[src/rtl/core/swmo_pkg.sv]
// ---------------------------------------------------------------------------
// swmo_pkg
// Shared types and codes for the stack with middle read and delete.
// ---------------------------------------------------------------------------
package swmo_pkg;

	// Capacity of the stack and the widths that follow from it
	localparam int STACK_DEPTH = 64;
	localparam int ADDR_W      = $clog2(STACK_DEPTH);
	localparam int CNT_W       = $clog2(STACK_DEPTH + 1);
	localparam int DATA_W      = 32;
	localparam int DEPTH_W     = 7;

	localparam logic [CNT_W-1:0] FULL_CNT = CNT_W'(STACK_DEPTH);

	// Command codes
	localparam logic [1:0] CMD_PUSH    = 2'd0;
	localparam logic [1:0] CMD_POP     = 2'd1;
	localparam logic [1:0] CMD_READ_MD = 2'd2;
	localparam logic [1:0] CMD_DEL_MD  = 2'd3;

	// Status codes
	localparam logic [1:0] STATUS_OK    = 2'd0;
	localparam logic [1:0] STATUS_EMPTY = 2'd1;
	localparam logic [1:0] STATUS_FULL  = 2'd2;

	typedef struct packed {
		logic [1:0]               cmd;
		logic signed [DATA_W-1:0] push_value;
	} cmd_item_t;

	typedef struct packed {
		logic signed [DATA_W-1:0] data_out;
		logic [1:0]               status;
		logic [DEPTH_W-1:0]       depth_now;
	} rsp_item_t;

endpackage

[src/rtl/core/stack_with_middle_ops.sv]
// ---------------------------------------------------------------------------
// stack_with_middle_ops
// Bounded stack of signed words with push, pop, read middle, delete middle.
// ---------------------------------------------------------------------------
// The entries live in one synchronous RAM (one write and one read per cycle,
// read data registered), bottom entry at address 0. The block works on one
// command at a time. Push, and any command that ends in the empty or full
// status, finishes straight from idle; pop and read middle first pass through
// a read state for the RAM read. Delete middle reads the middle entry, then
// the entries above the middle move down one place per cycle through the
// single RAM port pair. A finished result goes into an output register, so
// a new command is taken while the previous result still waits; if that
// register is still full when the next result is ready, the result is held
// and moves into the register at the same edge at which the waiting result
// is transferred, and the next command is taken from the following cycle.
// ---------------------------------------------------------------------------
module stack_with_middle_ops (
	input  logic                 clk,
	input  logic                 arst_n,
	input  logic                 cmd_valid,
	output logic                 cmd_stall,
	input  swmo_pkg::cmd_item_t  cmd_item,
	output logic                 rsp_valid,
	input  logic                 rsp_stall,
	output swmo_pkg::rsp_item_t  rsp_item
);
	import swmo_pkg::*;

	localparam logic [1:0] S_IDLE  = 2'd0;
	localparam logic [1:0] S_RD    = 2'd1;
	localparam logic [1:0] S_SHIFT = 2'd2;
	localparam logic [1:0] S_FIN   = 2'd3;

	logic [1:0]        state_q, state_d;
	logic [CNT_W-1:0]  cnt_q, cnt_d;
	logic [ADDR_W-1:0] ptr_q, ptr_d;
	logic [1:0]        op_q, op_d;
	logic [DATA_W-1:0] word_q, word_d;
	logic [DATA_W-1:0] res_data_q, res_data_d;
	logic [1:0]        res_status_q, res_status_d;
	logic              rsp_valid_q, rsp_valid_d;
	rsp_item_t         rsp_item_q, rsp_item_d;

	// Entry RAM
	logic [DATA_W-1:0] entry_mem [STACK_DEPTH];
	logic [DATA_W-1:0] rd_data_q;
	logic              mem_we, mem_re;
	logic [ADDR_W-1:0] mem_wa, mem_ra;
	logic [DATA_W-1:0] mem_wd;

	logic              fin;
	logic [DATA_W-1:0] fin_data;
	logic [1:0]        fin_status;
	logic              out_ready;
	logic [CNT_W-1:0]  nxt_src;

	assign out_ready = !rsp_valid_q || !rsp_stall;
	assign nxt_src   = CNT_W'(ptr_q) + CNT_W'(1);
	assign cmd_stall = (state_q != S_IDLE);
	assign rsp_valid = rsp_valid_q;
	assign rsp_item  = rsp_item_q;

	// Sequence commands through the RAM
	always_comb begin
		state_d      = state_q;
		cnt_d        = cnt_q;
		ptr_d        = ptr_q;
		op_d         = op_q;
		word_d       = word_q;
		res_data_d   = res_data_q;
		res_status_d = res_status_q;
		mem_we       = 1'b0;
		mem_wa       = '0;
		mem_wd       = '0;
		mem_re       = 1'b0;
		mem_ra       = '0;
		fin          = 1'b0;
		fin_data     = '0;
		fin_status   = STATUS_OK;

		unique case (state_q)
			S_IDLE: begin
				if (cmd_valid) begin
					op_d = cmd_item.cmd;
					if (cmd_item.cmd == CMD_PUSH) begin
						fin = 1'b1;
						if (cnt_q >= FULL_CNT) begin
							fin_status = STATUS_FULL;
						end else begin
							mem_we = 1'b1;
							mem_wa = ADDR_W'(cnt_q);
							mem_wd = cmd_item.push_value;
							cnt_d  = cnt_q + CNT_W'(1);
						end
					end else if (cnt_q == '0) begin
						fin        = 1'b1;
						fin_status = STATUS_EMPTY;
					end else if (cmd_item.cmd == CMD_POP) begin
						mem_re  = 1'b1;
						mem_ra  = ADDR_W'(cnt_q - CNT_W'(1));
						cnt_d   = cnt_q - CNT_W'(1);
						state_d = S_RD;
					end else begin
						mem_re  = 1'b1;
						mem_ra  = ADDR_W'(cnt_q >> 1);
						ptr_d   = ADDR_W'(cnt_q >> 1);
						state_d = S_RD;
					end
				end
			end
			S_RD: begin
				if (op_q != CMD_DEL_MD) begin
					fin      = 1'b1;
					fin_data = rd_data_q;
				end else begin
					word_d = rd_data_q;
					if (nxt_src < cnt_q) begin
						mem_re  = 1'b1;
						mem_ra  = ADDR_W'(nxt_src);
						ptr_d   = ADDR_W'(nxt_src);
						state_d = S_SHIFT;
					end else begin
						cnt_d    = cnt_q - CNT_W'(1);
						fin      = 1'b1;
						fin_data = rd_data_q;
					end
				end
			end
			S_SHIFT: begin
				// move the arriving entry down one place
				mem_we = 1'b1;
				mem_wa = ptr_q - ADDR_W'(1);
				mem_wd = rd_data_q;
				if (nxt_src < cnt_q) begin
					mem_re = 1'b1;
					mem_ra = ADDR_W'(nxt_src);
					ptr_d  = ADDR_W'(nxt_src);
				end else begin
					cnt_d    = cnt_q - CNT_W'(1);
					fin      = 1'b1;
					fin_data = word_q;
				end
			end
			S_FIN: begin
				fin        = 1'b1;
				fin_data   = res_data_q;
				fin_status = res_status_q;
			end
		endcase

		// Hand the result to the output register or hold it
		if (fin) begin
			res_data_d   = fin_data;
			res_status_d = fin_status;
			if (out_ready) begin
				state_d = S_IDLE;
			end else begin
				state_d = S_FIN;
			end
		end
	end

	// Load or drain the output register
	always_comb begin
		rsp_valid_d = rsp_valid_q && rsp_stall;
		rsp_item_d  = rsp_item_q;
		if (fin && out_ready) begin
			rsp_valid_d          = 1'b1;
			rsp_item_d.data_out  = fin_data;
			rsp_item_d.status    = fin_status;
			rsp_item_d.depth_now = DEPTH_W'(cnt_d);
		end
	end

	// Control registers
	always_ff @(posedge clk or negedge arst_n) begin
		if (!arst_n) begin
			state_q     <= S_IDLE;
			cnt_q       <= '0;
			rsp_valid_q <= 1'b0;
		end else begin
			state_q     <= state_d;
			cnt_q       <= cnt_d;
			rsp_valid_q <= rsp_valid_d;
		end
	end

	// Payload registers
	always_ff @(posedge clk) begin
		ptr_q        <= ptr_d;
		op_q         <= op_d;
		word_q       <= word_d;
		res_data_q   <= res_data_d;
		res_status_q <= res_status_d;
		rsp_item_q   <= rsp_item_d;
	end

	// RAM write and registered read
	always_ff @(posedge clk) begin
		if (mem_we) begin
			entry_mem[mem_wa] <= mem_wd;
		end
		if (mem_re) begin
			rd_data_q <= entry_mem[mem_ra];
		end
	end

endmodule

[config.mk]
export PLATFORM = sky130hd
export DESIGN_NAME = stack_with_middle_ops
export DESIGN_NICKNAME = d
export VERILOG_FILES = /design/src/rtl/core/swmo_pkg.sv /design/src/rtl/core/stack_with_middle_ops.sv
export SDC_FILE = /design/constraint.sdc
export NUM_CORES = 2
export LEC_CHECK = 0
export BUFFER_PORTS_ARGS = -buffer_cell sky130_fd_sc_hd__buf_2
export CORE_UTILIZATION = 36
export DETAILED_ROUTE_END_ITERATION = 10
export GPL_ROUTABILITY_DRIVEN = 0
export PLACE_DENSITY = 0.6
export SYNTH_ARGS = -nofsm -noshare
export SYNTH_HDL_FRONTEND = slang
export SYNTH_SLANG_ARGS = --single-unit
[constraint.sdc]
create_clock -name clk -period 18.1 [get_ports clk]
set_clock_uncertainty 0.1 [all_clocks]
set_input_delay 0.905 -clock clk [delete_from_list [all_inputs] [get_ports clk]]
set_output_delay 0.905 -clock clk [all_outputs]
set_load 0.01 [all_outputs]
==> impl_results.md <==
- Pre-CTS WS: 10,710 ps
- Multi-input logic area: 0.02098 mm2
- PD cells: 170.5 mW/mm2
- Syn. warnings: 0
- Global-route usage over all layers: 0.2247
- Routed vias: 59.16k
- Clock Power Share: 0.261
- Drt drc: 0
- Crit path capture type: flop
- Initial antenna violation count: 15
- TNS Setup: 0 ps
- FMAX: 0.1304 GHz
- Vias/cell: 5.913
- Most common cell in the netlist: edfxtp_1
- Net switching power: 6837 uW
- Layout Nets: 6,673
- EDFF count, synth: 2,195
- Yosys cell types: 83
- Share of the synthesized area in the top cell type: 0.7430
- Register Area: 0.06616 mm2
- Root Buffer: clkbuf_16
- CTS max path bufs: 3
- Maximum vdd ir drop: 0.1706 mV
- Layout Cells excl Fill: 10.01k
- Post-CTS sizing: 0
- Clk_lat worst skew: 870 ps
- Hold slack final: 179.5 ps
- Post-CTS Setup Inserts: 0
- Top_reg_cell synth: edfxtp_1
- Startpoint Class: flop
- #FFs+latches synth: 2,205
- Final worst setup slack: 10,430 ps
- Global route overflow: 0
- WP data required: 18,730 ps
- H-Tree Depth: 4
- Row Count: 181
- Type of the worst min-delay path: in2reg
- CTS tree: done
- Die Area: 0.2484 mm2
- Layout area overhead: 12.84%
- Cells after DPL: 9,596
- Rel. slew slack: 0.09906
- Min Tclk post-route: 7667 ps
- Proportion of layout cells with a drive suffix above 1: 0.1082
- Lkg Pwr: 0.03235 uW
- Vertical die dimension: 498.4 um
- Drt wl/cell: 28.58 um
- Clock Sinks: 2,205
- Mapped cell area: 0.08871 mm2
- Final Hold Viols: 0
- DRT Pass-1 Iters: 9
- Comb pwr share: 0.354
- R2R Setup Slk: 10,430 ps
- Die Wd: 498.4 um
- Part of the power in registers: 0.385
- Net Count, Synth: 6,674
- Starting Density: 0.3634
- Final setup vio count: 0
- Synth top area cells: edfxtp_1 (74%), nand2_1 (4.3%), nor3_1 (2.6%)
- Area leader, netlist: edfxtp_1
- Antenna Nets Post-Route: 0
- IO Pins: 81
- Number of global-route vias before repair: 55.57k
- DRT iter0 DRCs: 9,101
- Global-route wire length before repair: 407,400 um
- Avg Inst Size Synth: 13.40 um2
- # fillers: 22.27k
- CP Class: reg2reg
- Worst slew pin tran: 1340 ps
- Largest net degree at the start of global routing: 194
- Number of CTS-inserted buffers: 220
- Share of synthesized registers carrying an async set or reset: 0.004535
- Final Cycle Share: 0.4236
- Cells after Synth: 6,619
- Clock-pin slew on the worst setup and hold paths: 60 ps
- Max_cap viols: 0
- Power Internal: 10,230 uW
- Critical Path AT: 8300 ps
- Max Slew Vio Count: 0
- Total wire length: 285,900 um
- Post-synth top cells: edfxtp_1 (2,195), nand2_1 (1,006), nor2_1 (501)
- Post-synthesis sequential area ratio: 0.7458
- RSZ-0062 raised after global routing: false
- IO Port Bufs: 80
- Core area: 0.2441 mm2
- Net Sw Frac: 0.4005
- Status: complete, no violations
- Hold_buf cts: 1
- Detailed Place HPWL: 149,300 um
- Max FO, Critical Path: 193
-- worst paths after layout --
check,startpoint,depth (start not counted),end
worst max register to register,ptr_q[0]$_DFFE_PP_,17,rd_data_q[25]$_DFFE_PP_
worst min register to register,rsp_valid$_DFF_PN0_,2,rsp_valid$_DFF_PN0_
max in group asynchronous,arst_n,2,cnt_q[0]$_DFF_PN0_
worst min-delay path,rsp_stall,3,rsp_valid$_DFF_PN0_
min in group asynchronous,arst_n,2,cnt_q[6]$_DFF_PN0_
worst max-delay path,ptr_q[0]$_DFFE_PP_,17,rd_data_q[25]$_DFFE_PP_
-- final cells by class --
cell class / count / share of cell area
Antenna cell: 4 / 0.00009999
Clock buffer: 275 / 0.05748
Clock inverter: 129 / 0.01150
Inverter: 21 / 0.0007874
Multi-Input combinational cell: 3897 / 0.2095
Sequential cell: 2205 / 0.6609
Tap cell: 3202 / 0.04002
Timing Repair Buffer: 273 / 0.01962
-- sequential cells by signal, indices dropped and copies added (netlist names), 6 cells and up --
signal,cells
rd_data_q,32
res_data_q,32
rsp_item,41
cnt_q,7
word_q,32
entry_mem,2048
ptr_q,6
-- cell usage in the layout, fill, tap and decap left out, drive strengths merged, types with 6 or more instances in the layout --
master,count
buf,272
nand4,61
nand3,383
xnor2,8
edfxtp,2195
bufinv,17
a31oi,101
and3,63
a221oi,31
nand2,1007
nor2,506
inv,29
a21oi,167
nor3,458
a22oi,14
a311oi,6
a22o,62
dfrtp,10
or3,200
o311ai,57
o32ai,58
o31ai,30
mux2i,8
o21ai,430
a32oi,34
clkinv,99
and2,6
ha,17
a222oi,32
clkbuf,275
o211ai,84
-- critical path, cell delays in order, from the launching register on --
cell and delay, ps:
edfxtp_1 510, ha_1 290, xnor2_1 230, inv_1 170
ha_1 330, a21oi_1 210, o21ai_2 130, a211oi_1 590
or2_4 590, buf_4 590, buf_4 800, buf_12 740
o21ai_0 200, and3_1 240, a31oi_1 130, o21bai_1 80
a221oi_1 1070, a311o_1 230
-- power groups by stage --
stage / Clock (uW) / Sequential, uW / Combinational, uW
floorplan: 0 / 6550 / 3290
global route: 4670 / 6580 / 6320
CTS: 4480 / 6550 / 5900
detailed placement: 0 / 6660 / 5880
global placement: 0 / 6650 / 5840
finish: 4450 / 6580 / 6040
-- kinds of logic after synthesis --
logic type	share of synthesized area
AO/OA/AOI/OAI	0.08757
XOR/XNOR	0.001185
adder cells (fa/ha/maj)	0.002398
buffers and inverters	0.02575
flip-flops	0.7458
multiplexers	0.0009027
AND/OR/NAND/NOR	0.1364
-- layer usage --
layer	vias to the layer above	global-route usage	part of all wire
li1	25150	-	-
met1	29790	0.3170	0.40
met2	3695	0.3346	0.44
met3	526	0.04883	0.12
met4	2	0.09378	0.044
met5	-	0	0.000045
-- through the flow --
stage / util / power [uW] / instance area [um2]
2_1_floorplan: - / 9837 / 88710
3_5_place_dp: 0.3816 / 12540 / 93170
5_1_grt: 0.4100 / 17560 / 100100
4_1_cts: 0.4100 / 16940 / 100100
3_3_place_gp: 0.3816 / 12490 / 93170
6_report: 0.4100 / 17070 / 100100
(Power assumes the default switching activity.)
